==> src/hw/rtl/sset_pkg.sv <==
`default_nettype none
// ---------------------------------------------------------------------------
// sset_pkg: shared types and constants of the sorted set unit
// Field widths, request and status codes, cell control and read group types.
// ---------------------------------------------------------------------------
package sset_pkg;

   localparam int CAPACITY   = 64;
   localparam int VAL_W      = 32;
   localparam int KIND_W     = 2;
   localparam int POS_W      = 6;
   localparam int STATUS_W   = 3;
   localparam int COUNT_W    = 7;
   localparam int CNT_W      = $clog2(CAPACITY + 1);
   localparam int GROUP_SIZE = 8;
   localparam int NUM_GROUPS = (CAPACITY + GROUP_SIZE - 1) / GROUP_SIZE;
   localparam int PAD_CELLS  = NUM_GROUPS * GROUP_SIZE;
   localparam int PAD_IDX_W  = $clog2(PAD_CELLS);
   localparam int IDX_CMP_W  = (PAD_IDX_W > POS_W) ? PAD_IDX_W : POS_W;

   typedef logic signed [VAL_W-1:0] val_type;

   typedef enum logic [KIND_W-1:0] {
      KIND_INSERT = 2'd0,
      KIND_DELETE = 2'd1,
      KIND_CLEAR  = 2'd2,
      KIND_READ   = 2'd3
   } req_kind_type;

   typedef enum logic [STATUS_W-1:0] {
      ST_INSERTED  = 3'd0,
      ST_DUPLICATE = 3'd1,
      ST_FULL      = 3'd2,
      ST_DELETED   = 3'd3,
      ST_NOT_FOUND = 3'd4,
      ST_CLEARED   = 3'd5,
      ST_READ_OK   = 3'd6,
      ST_BAD_POS   = 3'd7
   } rsp_status_type;

   typedef enum logic [2:0] {
      CELL_HOLD,
      CELL_EVAL,
      CELL_INSERT,
      CELL_DELETE,
      CELL_CLEAR
   } cell_op_type;

   typedef struct packed {
      cell_op_type op;
      val_type     key;
   } cell_ctl_type;

   // What a cell shows its neighbors
   typedef struct packed {
      val_type value;
      logic    valid;
      logic    gt;    // empty, or entry above key
      logic    eq;    // valid and entry equals key
   } cell_out_type;

   typedef struct packed {
      logic    hit;
      val_type data;
   } grp_rd_type;

   typedef enum logic [1:0] {
      FSM_IDLE,
      FSM_EXEC,
      FSM_FINISH
   } fsm_state_type;

endpackage

`default_nettype wire

==> src/hw/rtl/sset_cell.sv <==
`default_nettype none
// ---------------------------------------------------------------------------
// sset_cell: one slot of the sorted chain
// Holds one entry and its valid bit, compares against the key and shifts
// toward either neighbor on insert or delete.
// ---------------------------------------------------------------------------
module sset_cell (
   input  wire logic                  clock,
   input  wire logic                  reset,
   input  wire sset_pkg::cell_ctl_type ctl,
   input  wire sset_pkg::cell_out_type left_cell,
   input  wire sset_pkg::cell_out_type right_cell,
   output      sset_pkg::cell_out_type this_cell
);
   import sset_pkg::*;

   val_type value_ff, value_in;
   logic    valid_ff, valid_in;
   logic    gt_ff, gt_in;
   logic    ge_ff, ge_in;
   logic    eq_ff, eq_in;

   always_comb begin
      value_in = value_ff;
      valid_in = valid_ff;
      gt_in    = gt_ff;
      ge_in    = ge_ff;
      eq_in    = eq_ff;
      case (ctl.op)
         CELL_HOLD: begin
         end
         CELL_EVAL: begin
            gt_in = !valid_ff || (value_ff > ctl.key);
            ge_in = valid_ff && (value_ff >= ctl.key);
            eq_in = valid_ff && (value_ff == ctl.key);
         end
         CELL_INSERT: begin
            // first slot above key takes the key, the rest move up one
            if (gt_ff) begin
               if (left_cell.gt) begin
                  value_in = left_cell.value;
                  valid_in = left_cell.valid;
               end else begin
                  value_in = ctl.key;
                  valid_in = 1'b1;
               end
            end
         end
         CELL_DELETE: begin
            // the match and everything above it move down one
            if (ge_ff) begin
               value_in = right_cell.value;
               valid_in = right_cell.valid;
            end
         end
         CELL_CLEAR: begin
            valid_in = 1'b0;
         end
         default: begin
         end
      endcase
   end

   always_ff @(posedge clock) begin
      if (reset) begin
         valid_ff <= 1'b0;
         gt_ff    <= 1'b0;
         ge_ff    <= 1'b0;
         eq_ff    <= 1'b0;
      end else begin
         valid_ff <= valid_in;
         gt_ff    <= gt_in;
         ge_ff    <= ge_in;
         eq_ff    <= eq_in;
      end
   end

   always_ff @(posedge clock) begin
      value_ff <= value_in;
   end

   assign this_cell.value = value_ff;
   assign this_cell.valid = valid_ff;
   assign this_cell.gt    = gt_ff;
   assign this_cell.eq    = eq_ff;

endmodule

`default_nettype wire

==> config.mk <==
export PLATFORM = sky130hd
export DESIGN_NAME = sset_cell
export DESIGN_NICKNAME = d
export VERILOG_FILES = /design/src/hw/rtl/sset_pkg.sv /design/src/hw/rtl/sset_cell.sv
export SDC_FILE = /design/constraint.sdc
export NUM_CORES = 1
export LEC_CHECK = 0
export BUFFER_PORTS_ARGS = -buffer_cell sky130_fd_sc_hd__buf_4
export CAP_MARGIN = 20
export CORE_AREA = 5 5 87 121
export CTS_CLUSTER_SIZE = 25
export DETAILED_ROUTE_END_ITERATION = 8
export DIE_AREA = 0 0 92 126
export GPL_TIMING_DRIVEN = 0
export PLACE_DENSITY = 0.53
export SKIP_CTS_REPAIR_TIMING = 1
export SLEW_MARGIN = 20
export SYNTH_ARGS = -nofsm -noshare
export SYNTH_HDL_FRONTEND = slang
export SYNTH_SLANG_ARGS = --single-unit
==> constraint.sdc <==
create_clock -name clock -period 4.4 [get_ports clock]
set_clock_uncertainty 0.05 [all_clocks]
set_input_delay 0.22 -clock clock [delete_from_list [all_inputs] [get_ports clock]]
set_output_delay 0.22 -clock clock [all_outputs]
set_load 0.01 [all_outputs]
# Yosys cells after proc, flatten, opt, wreduce, memory -nomap -nowiden

Index checks and enable logic that the tools add are counted.

Magnitude comparators: 2
Eq/ne operators: 7
Muxes and demuxes: 8
Reductions and logical operators: 8

Operators with widths:

| kind                 | number |
|---|---|
| $mux W32             | 3 |
| $pmux W32 S2         | 1 |
| $eq A32 B32 Y1       | 1 |
| $ge A32 B32 Y1       | 1 |
| $gt A32 B32 Y1       | 1 |
| $eq A3 B2 Y1 const B | 2 |
| $reduce_and A3 Y1    | 2 |
| $ne A2 B2 Y1 const B | 2 |
| $eq A3 B1 Y1 const B | 1 |
| $eq A3 B3 Y1 const B | 1 |
| $mux W1              | 3 |
| $pmux W1 S3          | 1 |
| $reduce_bool A3 Y1   | 1 |
| $logic_and A1 B1 Y1  | 2 |
| $reduce_bool A2 Y1   | 1 |
| $logic_not A1 Y1     | 1 |
| $logic_or A1 B1 Y1   | 1 |

Register bits: 36
Input port bits: 107
Output and inout bits: 35
Logic and storage cells: 30

# Longest topological paths before layout

Gate-level depths: netlist of the first run.

Depth after elaboration: 3
Mapped depth: 8
Gate-level depth less buffers: 8

# Least setup slack after synthesis of the first run

No wires, ideal clock.

Path kind: register -> register
Start: reg gt_ff
End: reg valid_ff
Setup time: 0.075 ns
Data arrival time: 3.571 ns
Data required time: 4.275 ns
Setup slack: 0.704 ns
Cell stages (with the launch flop): 5
Buffers on the path: 0
Period minus slack after synthesis: 3.696 ns
Path through: dfxtp_1 > mux2i_1 > nor3b_1 > o311ai_0 > a21oi_1

Cells in the longest elaborated chain, start to end: 2

RTL lines:

| element                            | line            | text |
|---|---|---|
| start: declaration                 | sset_cell.sv:19 | `logic gt_ff, gt_in;` |
| start signal: assignment           | sset_cell.sv:72 | `gt_ff <= gt_in;` |
| $ne A2 B2 Y1 (no source line)      | -               |  |
| $reduce_and A3 Y1 (no source line) | -               |  |
| end signal: assignment             | sset_cell.sv:71 | `valid_ff <= valid_in;` |
| end: declaration                   | sset_cell.sv:18 | `logic valid_ff, valid_in;` |

Every way passes these cells.
A chain may end at the register's enable or synchronous reset.

# Worst setup path in the final report of the first run

Start: reg value_ff[14]
End: reg gt_ff

Cells in the longest elaborated chain, start to end: 2

RTL lines:

| element                  | line            | text |
|---|---|---|
| start: declaration       | sset_cell.sv:17 | `val_type value_ff, value_in;` |
| start signal: assignment | sset_cell.sv:79 | `value_ff <= value_in;` |
| $gt A32 B32 Y1           | sset_cell.sv:33 | `gt_in = !valid_ff \|\| (value_ff > ctl.key);` |
| $logic_or A1 B1 Y1       | sset_cell.sv:33 |  |

Every way passes these cells.

==> results of run 1 <==
[per-stage QoR]
stage | setup WS [ns] | cells | hold WS (ns)
after floorplan | 0.7043 | 286 | 0.2391
after global placement | -1.151 | 533 | 0.3861
after detailed placement | 2.123 | 537 | 0.3917
after CTS | 2.106 | 544 | 0.1004
after global routing | 1.921 | 544 | 0.1140
final | 2.106 | 544 | 0.1056
[worst paths after layout]
check	from	end	slack (ns)	depth (start not counted)
hold / removal	reset	eq_ff	0.11	2
setup reg to reg	value_ff[14]	gt_ff	2.11	7
setup / recovery	value_ff[14]	gt_ff	2.11	7
hold reg to reg	eq_ff	eq_ff	0.42	2
[cells in the mapped netlist, drive strengths merged (2+ instances only)]
cell,count,area [µm²]
nor4,4,25.02
nand3,3,15.01
ha,32,400.4
inv,34,127.6
nor2,38,142.6
a21oi,48,240.2
a211o,3,26.28
a21o,3,23.77
o21ai,3,15.01
nor2b,2,12.51
nor3,2,10.01
mux2i,34,340.3
clkbuf,8,30.03
edfxtp,32,960.9
nor3b,3,22.52
and4,2,17.52
nand4,6,43.79
buf,5,32.53
dfxtp,4,80.08
nand2,9,33.78
[area by class of cell]
type | count | area [µm²]
Fill cell | 966 | 5326
Multi-Input combinational cell | 203 | 1466
Timing Repair Buffer | 141 | 1059
Sequential cell | 36 | 1041
Tap cell | 110 | 137.6
Clock buffer | 6 | 128.9
Inverter | 34 | 127.6
Buffer | 13 | 62.56
Clock inverter | 1 | 5.005
[per-layer routing]
| metal | GRT usage [%] | vias to the layer above |
|---|---|---|
| met2 | 28.27 | 69 |
| met5 | 0 | - |
| met3 | 3.043 | 8 |
| met4 | 4.462 | 0 |
| li1 | - | 1322 |
| met1 | 14.68 | 1162 |
[flip-flops by register name, summed over array words and instances, names as in the netlist]
name,count
eq_ff,1
ge_ff,1
gt_ff,1
valid_ff,1
value_ff,32
[kinds of logic after synthesis]
family	Yosys count	share of synthesized area [%]
AO/OA/AOI/OAI	64	13.62
adder cells (fa/ha/maj)	32	14.87
buffers and inverters	47	7.063
flip-flops	36	38.66
multiplexers	34	12.64
AND/OR/NAND/NOR	73	13.15
[worst max-delay path, stage by stage (launching register included)]
cell      delay (ns)
edfxtp_1        0.41
ha_1            0.31
nand4_1         0.18
nor4_1          0.56
a21boi_0        0.31
o41a_1          0.25
nor4b_1         0.07
nor2_1          0.09
[power by group]
part	switching (W)	total (W)	leakage (nW)	internal (W)
Sequential	0.00000173	0.000381	0.320	0.000379
Clock	0.000133	0.000339	0.0667	0.000206
Combinational	0.0000795	0.000187	1.59	0.000107
Total	0.000214	0.000907	1.98	0.000692
==> results.json, run 1 <==
{
  "ys_types": 34,
  "max_cap_viol_count": 0,
  "synth_nets": 425,
  "cts-buffers-inserted": 5,
  "maxSlewViolCount": 0,
  "chipWidth_um": 92,
  "grt_pass1_vias": 2711,
  "drtIter0Drc": 59,
  "finalHoldViolCount": 0,
  "yosysWarnings": 0,
  "drive_above_1_share_pct": 35.71,
  "overflow": 0,
  "num_vias": 2561,
  "mostFrequentLayoutCells": "buf_4 (144), a21oi_1 (48), nor2_1 (38)",
  "cp-end-kind": "flop",
  "clockRootBuffer": "clkbuf_16",
  "m1WireLength_um": 3040,
  "status": "completed",
  "clkTransAtPathRegs_ns": 0.06,
  "gp_congestion": 0.7466,
  "grt_setup_unrepaired": "no",
  "required_ns": 4.56,
  "grt_pass1_wl_um": 13230,
  "cp.arrival_ns": 2.46,
  "hold_path_class": "in2reg",
  "hpwl_um": 7128,
  "fp.dieArea_um2": 11590,
  "grt_max_degree": 11,
  "syn_inst": 286,
  "ys_async_sr_fraction_pct": 0,
  "grt_usage_pct": 14.31,
  "startpoint_type": "flop",
  "crit_path_max_fanout": 3,
  "io_pins": 142,
  "synth-main-ff-cell": "edfxtp_1",
  "worstMarginPinSlew_ns": 0.7740,
  "post-route-min-period_ns": 2.294,
  "setup_violations": 0,
  "power.density_nw_per_um2": 225.1,
  "clock_tree.buffer_depth": 2,
  "area_growth_pct": 49.58,
  "start_util_pct": 28.79,
  "fin_crit_sh_pct": 52.13,
  "drt.antenna.violating_nets": 0,
  "ys_seq_elements": 36,
  "fmax_mhz": 436.0,
  "synth_area_um2": 2693,
  "dpl-instance-area_um2": 3894,
  "synth_edf_count": 32,
  "n_antenna_cell": 0,
  "wl_per_cell_um": 15.45,
  "fp-row-count": 42,
  "critPathKind": "reg2reg",
  "die_h_um": 126,
  "yosysSeqAreaShare_pct": 38.66,
  "vdd_drop_max_mv": 0.1117,
  "drc": 0,
  "wl_um": 8407,
  "final_nets": 573,
  "cts_sinks": 36,
  "antenna_found_initial": 0,
  "cts_tree": "done",
  "slew_headroom_pct": 48.40,
  "power.total_w": 0.0009065,
  "highest_layer": "met4",
  "final_common_cell": "buf_4",
  "port_buffers": 137,
  "htree_levels": 2,
  "p_leak_nw": 1.979,
  "firstDrtPassIters": 6,
  "wl_met2_um": 4798,
  "finish.utilization_pct": 43.06,
  "design.core.area_um2": 9354,
  "vias_per_cell": 4.708,
  "avgSynthCellArea_um2": 9.415,
  "fin_area_um2": 4028,
  "clk_latency_ns": 0.27,
  "route.met3.wl_um": 439,
  "final.setup.tns_ns": 0
}
(Power assumes the default switching activity.)
==> inputs of run 2 (changes only) <==
- clock period: 4.4 -> 2.3 ns (I/O delays scaled with it)
==> results.json, run 2 (synthesis gave the netlist of run 1 again) <==
{
  "cp_slowest_cell": "edfxtp_1",
  "clkTransAtPathRegs_ns": 0.06,
  "firstDrtPassIters": 4,
  "clk_latency_ns": 0.28,
  "port_buffers": 137,
  "die_h_um": 126,
  "grt_max_degree": 16,
  "crit_buf_inv": 0,
  "final.setup.tns_ns": 0,
  "required_ns": 2.41,
  "drtIter0Drc": 43,
  "power.density_nw_per_um2": 454.7,
  "violations": "negative hold slack",
  "vias_per_cell": 4.685,
  "final_nets": 571,
  "p_leak_nw": 1.990,
  "area_growth_pct": 51.77,
  "mostFrequentLayoutCells": "buf_4 (140), a21oi_1 (48), nor2_1 (38)",
  "final_common_cell": "buf_4",
  "htree_levels": 2,
  "fin_cells": 543,
  "cts_tree": "done",
  "hpwl_um": 6978,
  "fp-row-count": 42,
  "design.core.area_um2": 9354,
  "overflow": 0,
  "wl_um": 8295,
  "finalHoldViolCount": 2,
  "slew_headroom_pct": 42.50,
  "vdd_drop_max_mv": 0.2601,
  "crit_path_max_fanout": 4,
  "wl_per_cell_um": 15.28,
  "cp.arrival_ns": 2.29,
  "grt_pass1_vias": 2765,
  "fmax_mhz": 459.0,
  "drive_above_1_share_pct": 36.03,
  "fill_cells": 964,
  "regMostFlops": "value_ff",
  "fin_crit_sh_pct": 94.73,
  "drc": 0,
  "setup_violations": 0,
  "maxSlewViolCount": 0,
  "max_cap_viol_count": 0,
  "worstMarginPinSlew_ns": 0.8615,
  "n_antenna_cell": 0,
  "status": "finished with violations",
  "hold_ws_ns": -0.005326,
  "place_inst": 535,
  "post-route-min-period_ns": 2.179,
  "crit_family": "compound AO/OA/AOI/OAI gates",
  "chipWidth_um": 92,
  "max_stage_delay_ns": 0.41,
  "largest_register_ff_count": 32,
  "start_util_pct": 28.79,
  "num_vias": 2544,
  "antenna_found_initial": 0,
  "gp_congestion": 0.7218,
  "grt_pass1_wl_um": 13230,
  "critPathKind": "reg2reg",
  "io_pins": 142,
  "clockRootBuffer": "clkbuf_16",
  "drt.antenna.violating_nets": 0,
  "fp.dieArea_um2": 11590,
  "hold_path_class": "in2reg",
  "finish.utilization_pct": 43.69,
  "cp-end-kind": "flop",
  "clock_tree.buffer_depth": 2,
  "power.total_w": 0.001858,
  "startpoint_type": "flop",
  "grt_setup_unrepaired": "no",
  "cts-buffers-inserted": 5,
  "cpMostUsedCell": "a211o_1",
  "grt_usage_pct": 14.50,
  "cts_sinks": 36,
  "crit_chain": "ha_1 -> a21oi_1 -> nand2_1 -> a221o_1 -> a211o_1 -> o2bb2ai_1 -> a211o_1"
}
## run 2: cell count changes in the layout (fill, tap and decap cells not counted), sizes merged
cell	before	now
buf	146	144
bufinv	0	1
clkbuf	14	13
clkinv	1	2
## run 2: worst paths after layout
path,slack (ns),endpoint,startpoint,depth (start not counted)
min,-0.005,valid_ff,reset,2
max,0.12,ge_ff,value_ff[30],7
min reg2reg,0.42,eq_ff,eq_ff,2
max reg2reg,0.12,ge_ff,value_ff[30],7
## run 2: stage by stage
step | hold slack (ns) | setup slack, ns | area [µm²]
4_1_cts | -0.007048 | 0.02956 | 4071
5_1_grt | 0.0007553 | 0.01723 | 4086
6_report | -0.005326 | 0.1211 | 4086
3_3_place_gp | 0.2802 | -0.3335 | 3870
3_5_place_dp | 0.2866 | 0.03854 | 3909
2_1_floorplan | 0.1341 | 0.2201 | 2704
## run 2: final cells by class
| class | instances | area (µm²) | share of cell area [%] |
|---|---|---|---|
| Clock inverter | 3 | 37.54 | 0.9186 |
| Buffer | 13 | 62.56 | 1.531 |
| Multi-Input combinational cell | 203 | 1488 | 36.41 |
| Tap cell | 110 | 137.6 | 3.368 |
| Sequential cell | 36 | 1041 | 25.47 |
| Clock buffer | 5 | 125.1 | 3.062 |
| Timing Repair Buffer | 139 | 1067 | 26.12 |
| Inverter | 34 | 127.6 | 3.123 |
## run 2: power breakdown
group | internal [W] | switching, W
registers | 0.000726 | 0.00000329
clock network | 0.000504 | 0.000267
logic | 0.000206 | 0.000152
total | 0.00144 | 0.000422
## run 2: worst register-to-register path: stages (launching register included)
cell	delay, ns
edfxtp_1	0.41
ha_1	0.34
a21oi_1	0.16
nand2_1	0.07
a221o_1	0.33
a211o_1	0.29
o2bb2ai_1	0.15
a211o_1	0.27
## run 2: per-layer routing
layer  up-vias  global-route usage [%]  wire, µm
met4         0                   3.675        76
li1       1319                       -         -
met1      1149                   15.13      3027
met2        71                   28.14      4671
met3         5                   3.938       520
met5         -                       0         0
