<file path="src/hw/rtl/sset_pkg.sv">
`default_nettype none
// ---------------------------------------------------------------------------
// sset_pkg: shared types and constants of the sorted set unit
// Field widths, request and status codes, cell control and read group types.
// ---------------------------------------------------------------------------
package sset_pkg;

   localparam int CAPACITY   = 64;
   localparam int VAL_W      = 32;
   localparam int KIND_W     = 2;
   localparam int POS_W      = 6;
   localparam int STATUS_W   = 3;
   localparam int COUNT_W    = 7;
   localparam int CNT_W      = $clog2(CAPACITY + 1);
   localparam int GROUP_SIZE = 8;
   localparam int NUM_GROUPS = (CAPACITY + GROUP_SIZE - 1) / GROUP_SIZE;
   localparam int PAD_CELLS  = NUM_GROUPS * GROUP_SIZE;
   localparam int PAD_IDX_W  = $clog2(PAD_CELLS);
   localparam int IDX_CMP_W  = (PAD_IDX_W > POS_W) ? PAD_IDX_W : POS_W;

   typedef logic signed [VAL_W-1:0] val_type;

   typedef enum logic [KIND_W-1:0] {
      KIND_INSERT = 2'd0,
      KIND_DELETE = 2'd1,
      KIND_CLEAR  = 2'd2,
      KIND_READ   = 2'd3
   } req_kind_type;

   typedef enum logic [STATUS_W-1:0] {
      ST_INSERTED  = 3'd0,
      ST_DUPLICATE = 3'd1,
      ST_FULL      = 3'd2,
      ST_DELETED   = 3'd3,
      ST_NOT_FOUND = 3'd4,
      ST_CLEARED   = 3'd5,
      ST_READ_OK   = 3'd6,
      ST_BAD_POS   = 3'd7
   } rsp_status_type;

   typedef enum logic [2:0] {
      CELL_HOLD,
      CELL_EVAL,
      CELL_INSERT,
      CELL_DELETE,
      CELL_CLEAR
   } cell_op_type;

   typedef struct packed {
      cell_op_type op;
      val_type     key;
   } cell_ctl_type;

   // What a cell shows its neighbors
   typedef struct packed {
      val_type value;
      logic    valid;
      logic    gt;    // empty, or entry above key
      logic    eq;    // valid and entry equals key
   } cell_out_type;

   typedef struct packed {
      logic    hit;
      val_type data;
   } grp_rd_type;

   typedef enum logic [1:0] {
      FSM_IDLE,
      FSM_EXEC,
      FSM_FINISH
   } fsm_state_type;

endpackage

`default_nettype wire

</file>
<file path="src/hw/rtl/sset_group.sv">
`default_nettype none
// ---------------------------------------------------------------------------
// sset_group: first level of the read select tree
// Registers the entry of whichever of its cells matches the read position.
// ---------------------------------------------------------------------------
module sset_group (
   input  wire logic                         clock,
   input  wire logic                         load,
   input  wire logic [sset_pkg::GROUP_SIZE-1:0] hits,
   input  wire sset_pkg::val_type            vals [sset_pkg::GROUP_SIZE],
   output      sset_pkg::grp_rd_type         rd
);
   import sset_pkg::*;

   grp_rd_type rd_ff, rd_in;

   always_comb begin
      rd_in.hit  = |hits;
      rd_in.data = '0;
      for (int j = 0; j < GROUP_SIZE; j++) begin
         rd_in.data = rd_in.data | (vals[j] & {VAL_W{hits[j]}});
      end
   end

   always_ff @(posedge clock) begin
      if (load) begin
         rd_ff <= rd_in;
      end
   end

   assign rd = rd_ff;

endmodule

`default_nettype wire

</file>
<file path="config.mk">
export PLATFORM = sky130hd
export DESIGN_NAME = sset_group
export DESIGN_NICKNAME = d
export VERILOG_FILES = /design/src/hw/rtl/sset_pkg.sv /design/src/hw/rtl/sset_group.sv
export SDC_FILE = /design/constraint.sdc
export NUM_CORES = 1
export LEC_CHECK = 0
export BUFFER_PORTS_ARGS = -buffer_cell sky130_fd_sc_hd__buf_2
export CAP_MARGIN = 20
export CORE_AREA = 2 2 117 119
export DETAILED_ROUTE_END_ITERATION = 10
export DIE_AREA = 0 0 119 121
export PLACE_DENSITY = 0.49
export SETUP_SLACK_MARGIN = 0.5
export SYNTH_ARGS = -nofsm -noshare
export SYNTH_HDL_FRONTEND = slang
export SYNTH_SLANG_ARGS = --single-unit
</file>
<file path="constraint.sdc">
create_clock -name clock -period 1 [get_ports clock]
set_input_delay 0 -clock clock [delete_from_list [all_inputs] [get_ports clock]]
set_output_delay 0 -clock clock [all_outputs]
set_load 0.005 [all_outputs]
</file>
After elaboration in Yosys (flattened, before gate mapping) --
Index checks and enable logic that the tools add are counted.
Operators by class: bitwise gates (word level) 15, reductions and logical operators 1
Operators by type and width (number):
- $and A32 B32 Y32 | 8
- $or A32 B32 Y32 | 7
- $reduce_or A8 Y1 | 1
Storage, ports and cells: flip-flop bits (word level) 33

Depth between registers and ports, before layout --
Gate-level depths: netlist of run 1.
depth in word-level cells 8, mapped depth 4, depth with buffers taken out 2

Worst setup path after synthesis of run 1 --
OpenSTA, ideal clock, no wires.
path type input-to-reg, from input hits[4] (netlist bit), to register rd_ff (netlist bit rd[22]), data pin, data required time 0.732 ns, arrival 0.481 ns, setup time 0.268 ns, stages 4, path slack 0.250 ns, cell sequence buf_6 > buf_6 > a22oi_1 > nand4_1
RTL lines:
- start: declaration | line sset_group.sv:9 | input wire logic [sset_pkg::GROUP_SIZE-1:0] hits,
- end signal: assignment | line sset_group.sv:27 | rd_ff <= rd_in;
- end: declaration | line sset_group.sv:15 | grp_rd_type rd_ff, rd_in;

Final worst setup path of run 1 --
from register rd_ff (netlist bit rd[15]), to output rd[15] (netlist bit)
RTL lines:
- end: declaration | line sset_group.sv:11 | output sset_pkg::grp_rd_type rd
No word-level cell between the ends.

==> flow_metrics.env, run 1 <==
export IMPL_h_tree_depth=2
export IMPL_rows=42
export IMPL_max_cap_violations=0
export IMPL_worst_path_max_fanout=1
export IMPL_synthArstFlopShare_pct=0
export IMPL_diodes=0
export IMPL_use_met1_pct=30.7
export IMPL_fin_hold_ws_ps=15.3
export IMPL_slowest_stage="edfxtp_1"
export IMPL_final_setup_tns_ps=0
export IMPL_initial_utilization_pct=19.7
export IMPL_fin_cells=720
export IMPL_critical_path_class="flip-flop to output pin"
export IMPL_top_usage_layer="met2"
export IMPL_cts_hold_buf=0
export IMPL_grt_ovfl_total=0
export IMPL_n_fill_cell=1230
export IMPL_ant_nets=0
export IMPL_coreArea_mm2=0.0131
export IMPL_maxSlewViolCount=0
export IMPL_clkTransAtPathRegs_ps=50
export IMPL_multi_input_area_mm2=0.00182
export IMPL_dp_hpwl_mm=9.51
export IMPL_worst_slew_pin_transition_ps=192
export IMPL_setup_slack_ps=175
export IMPL_vdd_ir_drop_max_mv=0.548
export IMPL_syn_cell_area_mm2=0.00258
export IMPL_met2_usage_pct=42.6
export IMPL_first_pass_iters=4
export IMPL_gp_congestion=0.807
export IMPL_power_leakage_uw=0.00251
export IMPL_hp_class="primary input to flip-flop"
export IMPL_layout_min_cycle_time_ps=825
export IMPL_areaGrowthSynthToFinish_pct=128
export IMPL_clock_path_buffers=2
export IMPL_post_cts_setup_buffers=0
export IMPL_critPathMaxStageDelay_ps=410
export IMPL_synth_edf_count=33
export IMPL_vias=3724
export IMPL_drt_initial_drc_count=157
export IMPL_die_y_um=121
export IMPL_rsz0062_at_grt="yes"
export IMPL_path_depth=1
export IMPL_cts_tree="done"
export IMPL_syn_area_per_cell_um2=11.3
export IMPL_layout_drive_gt1_share_pct=86.9
export IMPL_setup_violations=0
export IMPL_synth_seq_cells=33
export IMPL_cts_made_buffers=5
export IMPL_crit_arrival_ps=830
export IMPL_largest_reg_flops=33
export IMPL_grtUsageTotal_pct=24.7
export IMPL_drt_vias_per_instance=5.17
export IMPL_clkSinkCount=33
export IMPL_critPathLaunchType="flip-flop"
export IMPL_regArea_um2=991
export IMPL_endpoint_kind="output pin"
export IMPL_crit_buf_inv=1
export IMPL_power_density_mw_per_mm2=926
export IMPL_yosysTopAreaCell="edfxtp_1"
export IMPL_routedWlPerCell_um=25.3
export IMPL_grt_pass1_vias=3889
export IMPL_worstPathRequired_ps=1000
export IMPL_port_buffers=298
export IMPL_met3_usage_pct=4.79
export IMPL_fmax_mhz=1210
export IMPL_antenna_found_initial=0
export IMPL_drt_total_wl_mm=18.2
export IMPL_syn_num_nets=494
export IMPL_synthTopCellsByArea="edfxtp_1 38%, a22oi_1 34%, buf_6 13%"
export IMPL_pre_cts_ws_ps=22.7
export IMPL_synth_most_common_cell="a22oi_1"
export IMPL_ioPinCount=299
export IMPL_fp_dieW_um=119
export IMPL_yosysSeqAreaShare_pct=38.4
export IMPL_yosys_area_top_type_share_pct=38.4
export IMPL_synth_distinct_cells=8
export IMPL_synth_commonest_cells="118 x a22oi_1, 33 x edfxtp_1, 32 x nand4_1"
export IMPL_status="complete, no violations"
export IMPL_yosysWarnings=0
export IMPL_placedCellCount=683
export IMPL_grt_first_pass_wirelength_mm=25.1
export IMPL_slew_headroom_pct=87.1
export IMPL_cts_root_buf="clkbuf_16"
export IMPL_drc=0
export IMPL_nets=810
export IMPL_syn_inst=228
export IMPL_synthFlopType="edfxtp_1"
export IMPL_dieArea_mm2=0.0144
export IMPL_hold_viol_final=0
export IMPL_holdPathStages=3
export IMPL_grt_max_degree=34
export IMPL_critPathTopFamily="flip-flops"
export IMPL_worstPathCellList="buf_2"
export IMPL_post_route_period_util_pct=82.5
[cells by family (layout without fill, tap and decap cells)]
logic type,count (synthesis),in the layout,synth area share (%)
flops,33,33,38.4
simple gates,35,35,8.87
compound gates,128,128,39.2
buf+inv,32,348,13.5
[worst paths after layout]
| kind | from | end |
|---|---|---|
| setup / recovery | rd[15]$_DFFE_PP_ | rd[15] |
| hold / removal | vals[72] | rd[8]$_DFFE_PP_ |
[cell type report]
cell class / count / area share (%)
multi-input cells: 163 / 31.0
clock buffers: 6 / 2.19
well taps: 176 / 3.74
clock inverters: 1 / 0.0638
repair buffers: 341 / 46.1
flip-flops and latches: 33 / 16.9
[power by group]
part           leakage (uW)  switching (uW)  internal [uW]
Combinational       0.00212            1010           1290
Clock             0.0000644             568            901
Sequential         0.000331            27.9           1650
[worst min-delay path, stage by stage]
cell and delay [ps]:
buf_2 80, a22oi_2 40, nand4_1 60
[cell usage in the layout, fill, tap and decap left out]
cell / netlist / final
clkbuf_1: 0 / 1
a22oi_2: 10 / 125
buf_16: 0 / 32
clkbuf_16: 0 / 5
nor4_2: 2 / 1
edfxtp_1: 33 / 33
buf_12: 0 / 19
buf_2: 0 / 290
nand4_1: 32 / 32
a22oi_1: 118 / 3
clkinv_1: 0 / 1
nand2_1: 1 / 1
nor4_4: 0 / 1
[timing repair]
action,4_1_cts,5_1_grt
endpoints found under the setup margin,66,66
hold endpoints to repair,0,0
cloned,30,0
resized for setup,161,12
pin swaps,41,27
[per-layer routing]
metal / routed length [um] / share of wire [%]
met3: 1290 / 7.1
met1: 7300 / 40
met4: 522 / 2.9
met5: 0 / 0
met2: 9080 / 50
[through the flow]
stage               power [uW]  utilization [%]  instance area (um2)
global placement          3100             32.4                 4240
detailed placement        3130             32.4                 4240
global route              5670             44.9                 5880
CTS                       5470             44.5                 5820
finish                    5440             44.9                 5880
floorplan                 2310                -                 2630
Power figures use the tool's default switching activity.
==> run 2, diff against run 1 <==
==> constraint.sdc (replaced) <==
create_clock -name clock -period 0.8 [get_ports clock]
set_input_delay 0 -clock clock [delete_from_list [all_inputs] [get_ports clock]]
set_output_delay 0 -clock clock [all_outputs]
set_load 0.005 [all_outputs]
==> run 2 against run 1 <==
Compared with the run above: sequential power is 26% higher; flip-flop and latch count did not move; sequential share of layout area shrank 0.37 points; routed wire length shrank 9.6%; via count fell by 2.1%; critical endpoint unchanged; non-clock buffer count increased by 5; the flow now finishes with violations (negative setup slack); worst hold slack better by 1.0 ps; power is 25% higher; final area rose by 2.2%; final cell count is 0.56% higher; worst setup slack got worse by 210 ps.
==> flow_metrics.env, run 2 (synthesis results as in run 1) <==
export IMPL_wl_met2_mm=8.53
export IMPL_nets=815
export IMPL_crit_arrival_ps=830
export IMPL_antenna_found_initial=0
export IMPL_wl_met1_mm=6.58
export IMPL_port_buffers=298
export IMPL_areaGrowthSynthToFinish_pct=133
export IMPL_layout_min_cycle_time_ps=830
export IMPL_clock_path_buffers=2
export IMPL_diodes=0
export IMPL_max_cap_violations=0
export IMPL_fmax_mhz=1200
export IMPL_endpoint_kind="output pin"
export IMPL_routed_top_layer="met4"
export IMPL_dr_wl_met3_mm=1.06
export IMPL_drt_total_wl_mm=16.5
export IMPL_grtUsageTotal_pct=22.5
export IMPL_layout_drive_gt1_share_pct=87.2
export IMPL_setup_violations=1
export IMPL_cts_root_buf="clkbuf_16"
export IMPL_largest_reg_flops=33
export IMPL_critPathMaxStageDelay_ps=410
export IMPL_final_setup_tns_ps=-30.3
export IMPL_vdd_ir_drop_max_mv=0.687
export IMPL_worst_slew_pin_transition_ps=186
export IMPL_setup_slack_ps=-30.3
export IMPL_power_leakage_uw=0.00257
export IMPL_initial_utilization_pct=19.7
export IMPL_total_power_uw=6780
export IMPL_critical_path_class="flip-flop to output pin"
export IMPL_rsz0062_at_grt="yes"
export IMPL_hp_class="primary input to flip-flop"
export IMPL_grt_first_pass_wirelength_mm=23.9
export IMPL_first_pass_iters=4
export IMPL_gp_congestion=0.845
export IMPL_die_y_um=121
export IMPL_ioPinCount=299
export IMPL_power_density_mw_per_mm2=1130
export IMPL_vias=3647
export IMPL_status="finished, violations left"
export IMPL_cts_tree="done"
export IMPL_clkSinkCount=33
export IMPL_slew_headroom_pct=87.5
export IMPL_holdPathStages=3
export IMPL_cts_made_buffers=5
export IMPL_grt_max_degree=10
export IMPL_worstPathRequired_ps=800
export IMPL_maxSlewViolCount=0
export IMPL_grt_ovfl_total=0
export IMPL_fp_dieW_um=119
export IMPL_violations="negative setup slack"
export IMPL_h_tree_depth=2
export IMPL_slowest_stage="edfxtp_1"
export IMPL_drc=0
export IMPL_rows=42
export IMPL_path_depth=1
export IMPL_crit_buf_inv=1
export IMPL_grt_pass1_vias=4039
export IMPL_clkTransAtPathRegs_ps=50
export IMPL_final_common_cell="buf_2"
export IMPL_drt_vias_per_instance=5.04
export IMPL_critPathTopFamily="flip-flops"
export IMPL_ant_nets=0
export IMPL_drt_initial_drc_count=176
export IMPL_worst_path_max_fanout=1
export IMPL_layout_common_cells="289 x buf_2, 124 x a22oi_2, 34 x buf_16, 33 x edfxtp_1, 32 x nand4_1"
export IMPL_dp_hpwl_mm=9.96
export IMPL_post_route_period_util_pct=104
export IMPL_cts_hold_buf=0
export IMPL_hold_viol_final=0
export IMPL_dieArea_mm2=0.0144
export IMPL_critPathLaunchType="flip-flop"
export IMPL_routedWlPerCell_um=22.7
export IMPL_coreArea_mm2=0.0131
export IMPL_worstPathCellList="buf_2"
run 2: per-layer routing:
| metal | vias up | global-route usage [%] |
|---|---|---|
| met3 | 22 | 4.23 |
| met2 | 219 | 40.9 |
| li1 | 1670 | - |
| met1 | 1736 | 27.0 |
| met4 | 0 | 5.80 |
| met5 | - | 0 |
run 2: what timing repair did:
action	4_1_cts	5_1_grt
setup endpoints to repair	99	66
pin swaps	46	32
setup buffers	0	0
gates resized for setup	177	5
gates cloned	30	0
run 2: layout make-up:
type / count / area (um2)
Clock buffer: 5 / 125
Clock inverter: 1 / 5.00
Fill cell: 1244 / 7070
Multi-Input combinational cell: 163 / 1830
Sequential cell: 33 / 991
Tap cell: 176 / 220
Timing Repair Buffer: 346 / 2840
run 2: stage by stage:
step                instance area, um2  instances  setup slack (ps)  hold slack [ps]  utilization (%)
floorplan                         2630        228              51.0              112                -
global placement                  4330        688              -167              300             33.1
detailed placement                4330        688              -189              303             33.1
CTS                               5980        724             -46.8             12.7             45.7
global route                      6010        724             -54.7             24.5             45.9
finish                            6010        724             -30.3             16.3             45.9
run 2: worst paths after layout:
kind | from | to | slack (ps)
setup / recovery | rd[15]$_DFFE_PP_ | rd[15] | -30
hold / removal | vals[136] | rd[8]$_DFFE_PP_ | 20
run 2: report_power, final:
group          switching [uW]  leakage, uW  internal [uW]  total [uW]
Combinational            1210      0.00218           1670        2880
Sequential               36.9     0.000331           2060        2100
Clock                     691    0.0000655           1110        1800
==> run 3, diff against run 2 <==
==> constraint.sdc (replaced) <==
create_clock -name clock -period 0.8 [get_ports clock]
set_input_delay 0.16 -clock clock [delete_from_list [all_inputs] [get_ports clock]]
set_output_delay 0.16 -clock clock [all_outputs]
set_load 0.005 [all_outputs]
==> run 3 against run 2 <==
Compared with the run above: the run still ends with negative setup slack left; sequential share of layout area fell by 0.20 points; largest cell class unchanged; power rose by 1.1%; critical endpoint unchanged; sequential power about the same.
==> flow_metrics.env, run 3 (synthesis results as in run 1) <==
export IMPL_post_route_period_util_pct=124
export IMPL_rsz0062_at_grt="yes"
export IMPL_power_leakage_uw=0.00261
export IMPL_hold_viol_final=0
export IMPL_grtUsageTotal_pct=22.9
export IMPL_ant_nets=0
export IMPL_clkTransAtPathRegs_ps=50
export IMPL_n_fill_cell=1210
export IMPL_violations="negative setup slack"
export IMPL_cts_tree="done"
export IMPL_ioPinCount=299
export IMPL_crit_arrival_ps=830
export IMPL_placedCellCount=688
export IMPL_crit_path_start="rd[15]$_DFFE_PP_"
export IMPL_areaGrowthSynthToFinish_pct=136
export IMPL_worstPathRequired_ps=640
export IMPL_setup_violations=33
export IMPL_worstPathCellList="buf_2"
export IMPL_diodes=0
export IMPL_largest_reg_flops=33
export IMPL_clkSinkCount=33
export IMPL_critPathLaunchType="flip-flop"
export IMPL_layout_common_cells="289 x buf_2, 123 x a22oi_2, 35 x buf_16, 33 x edfxtp_1, 32 x nand4_1"
export IMPL_coreArea_mm2=0.0131
export IMPL_fmax_mhz=1010
export IMPL_cts_made_buffers=5
export IMPL_drt_total_wl_mm=17.0
export IMPL_critPathMaxStageDelay_ps=410
export IMPL_place_area_mm2=0.00433
export IMPL_dieArea_mm2=0.0144
export IMPL_cts_hold_buf=0
export IMPL_grt_pass1_vias=3960
export IMPL_worst_path_max_fanout=1
export IMPL_gp_congestion=0.845
export IMPL_cts_root_buf="clkbuf_16"
export IMPL_power_density_mw_per_mm2=1130
export IMPL_critical_path_class="flip-flop to output pin"
export IMPL_grt_ovfl_total=0
export IMPL_layout_min_cycle_time_ps=990
export IMPL_crit_buf_inv=1
export IMPL_routedWlPerCell_um=23.3
export IMPL_first_pass_iters=4
export IMPL_max_cap_violations=0
export IMPL_h_tree_depth=2
export IMPL_fin_cells=728
export IMPL_dp_hpwl_mm=9.95
export IMPL_initial_utilization_pct=19.7
export IMPL_drc=0
export IMPL_grt_first_pass_wirelength_mm=23.9
export IMPL_fin_hold_ws_ps=176
export IMPL_clock_path_buffers=2
export IMPL_layout_drive_gt1_share_pct=87.1
export IMPL_hp_class="primary input to flip-flop"
export IMPL_final_common_cell="buf_2"
export IMPL_vias=3700
export IMPL_finalInstanceArea_mm2=0.00609
export IMPL_maxSlewViolCount=0
export IMPL_slowest_stage="edfxtp_1"
export IMPL_port_buffers=298
export IMPL_nets=819
export IMPL_holdPathStages=3
export IMPL_endpoint_kind="output pin"
export IMPL_slew_headroom_pct=87.0
export IMPL_die_y_um=121
export IMPL_crit_end="rd[15]"
export IMPL_antenna_found_initial=0
export IMPL_rows=42
export IMPL_fp_dieW_um=119
export IMPL_grt_max_degree=10
export IMPL_vdd_ir_drop_max_mv=0.668
export IMPL_critPathTopFamily="flip-flops"
export IMPL_path_depth=1
export IMPL_status="finished, violations left"
export IMPL_drt_initial_drc_count=163
export IMPL_setup_slack_ps=-190
export IMPL_worst_slew_pin_transition_ps=196
export IMPL_drt_vias_per_instance=5.08
-- run 3: cell types whose count changed in the layout (fill, tap and decap cells not counted) --
cell     delta
a22oi_1     +1
a22oi_2     -1
buf_12      +2
buf_16      +1
buf_6       +1
-- run 3: layer usage --
| metal | track usage (%) | up-vias | part of all wire, % |
|---|---|---|---|
| li1 | - | 1683 | - |
| met1 | 26.5 | 1781 | 39 |
| met2 | 41.8 | 212 | 51 |
| met3 | 5.22 | 24 | 7.4 |
| met4 | 6.92 | 0 | 2.3 |
| met5 | 0 | - | 0 |
-- run 3: area by class of cell --
class	instances	area, um2	area share (%)
clock buffer	5	125	2.06
multi-input combinational	163	1820	30.0
timing repair buffer	350	2920	48.0
clock inverter	1	5.00	0.0822
tap	176	220	3.62
sequential	33	991	16.3
-- run 3: timing repair --
| item | CTS | global route |
|---|---|---|
| endpoints found under the setup margin | 99 | 99 |
| pin swaps | 51 | 39 |
| cloned | 31 | 0 |
| gates resized for setup | 180 | 3 |
| setup buffers | 2 | 1 |
-- run 3: worst min-delay path by stage --
stage,start,endpoint
after floorplan,load,rd[0]$_DFFE_PP_
after global placement,vals[132],rd[4]$_DFFE_PP_
after detailed placement,vals[10],rd[10]$_DFFE_PP_
after CTS,vals[67],rd[3]$_DFFE_PP_
after global routing,vals[23],rd[23]$_DFFE_PP_
final,vals[130],rd[2]$_DFFE_PP_
-- run 3: power breakdown --
group | internal (uW) | switching [uW] | leakage [uW]
Combinational | 1710 | 1240 | 0.00221
Clock | 1110 | 698 | 0.0000655
Sequential | 2060 | 38.1 | 0.000331
Total | 4880 | 1980 | 0.00261
-- run 3: stage by stage --
step	total power (uW)	TNS, ps	setup WS, ps	utilization [%]
2_1_floorplan	2880	-3360	-109	-
3_3_place_gp	3930	-7800	-327	33.1
3_5_place_dp	3950	-8160	-348	33.1
4_1_cts	6920	-4760	-205	46.2
5_1_grt	7130	-5260	-215	46.5
6_report	6850	-4490	-190	46.5
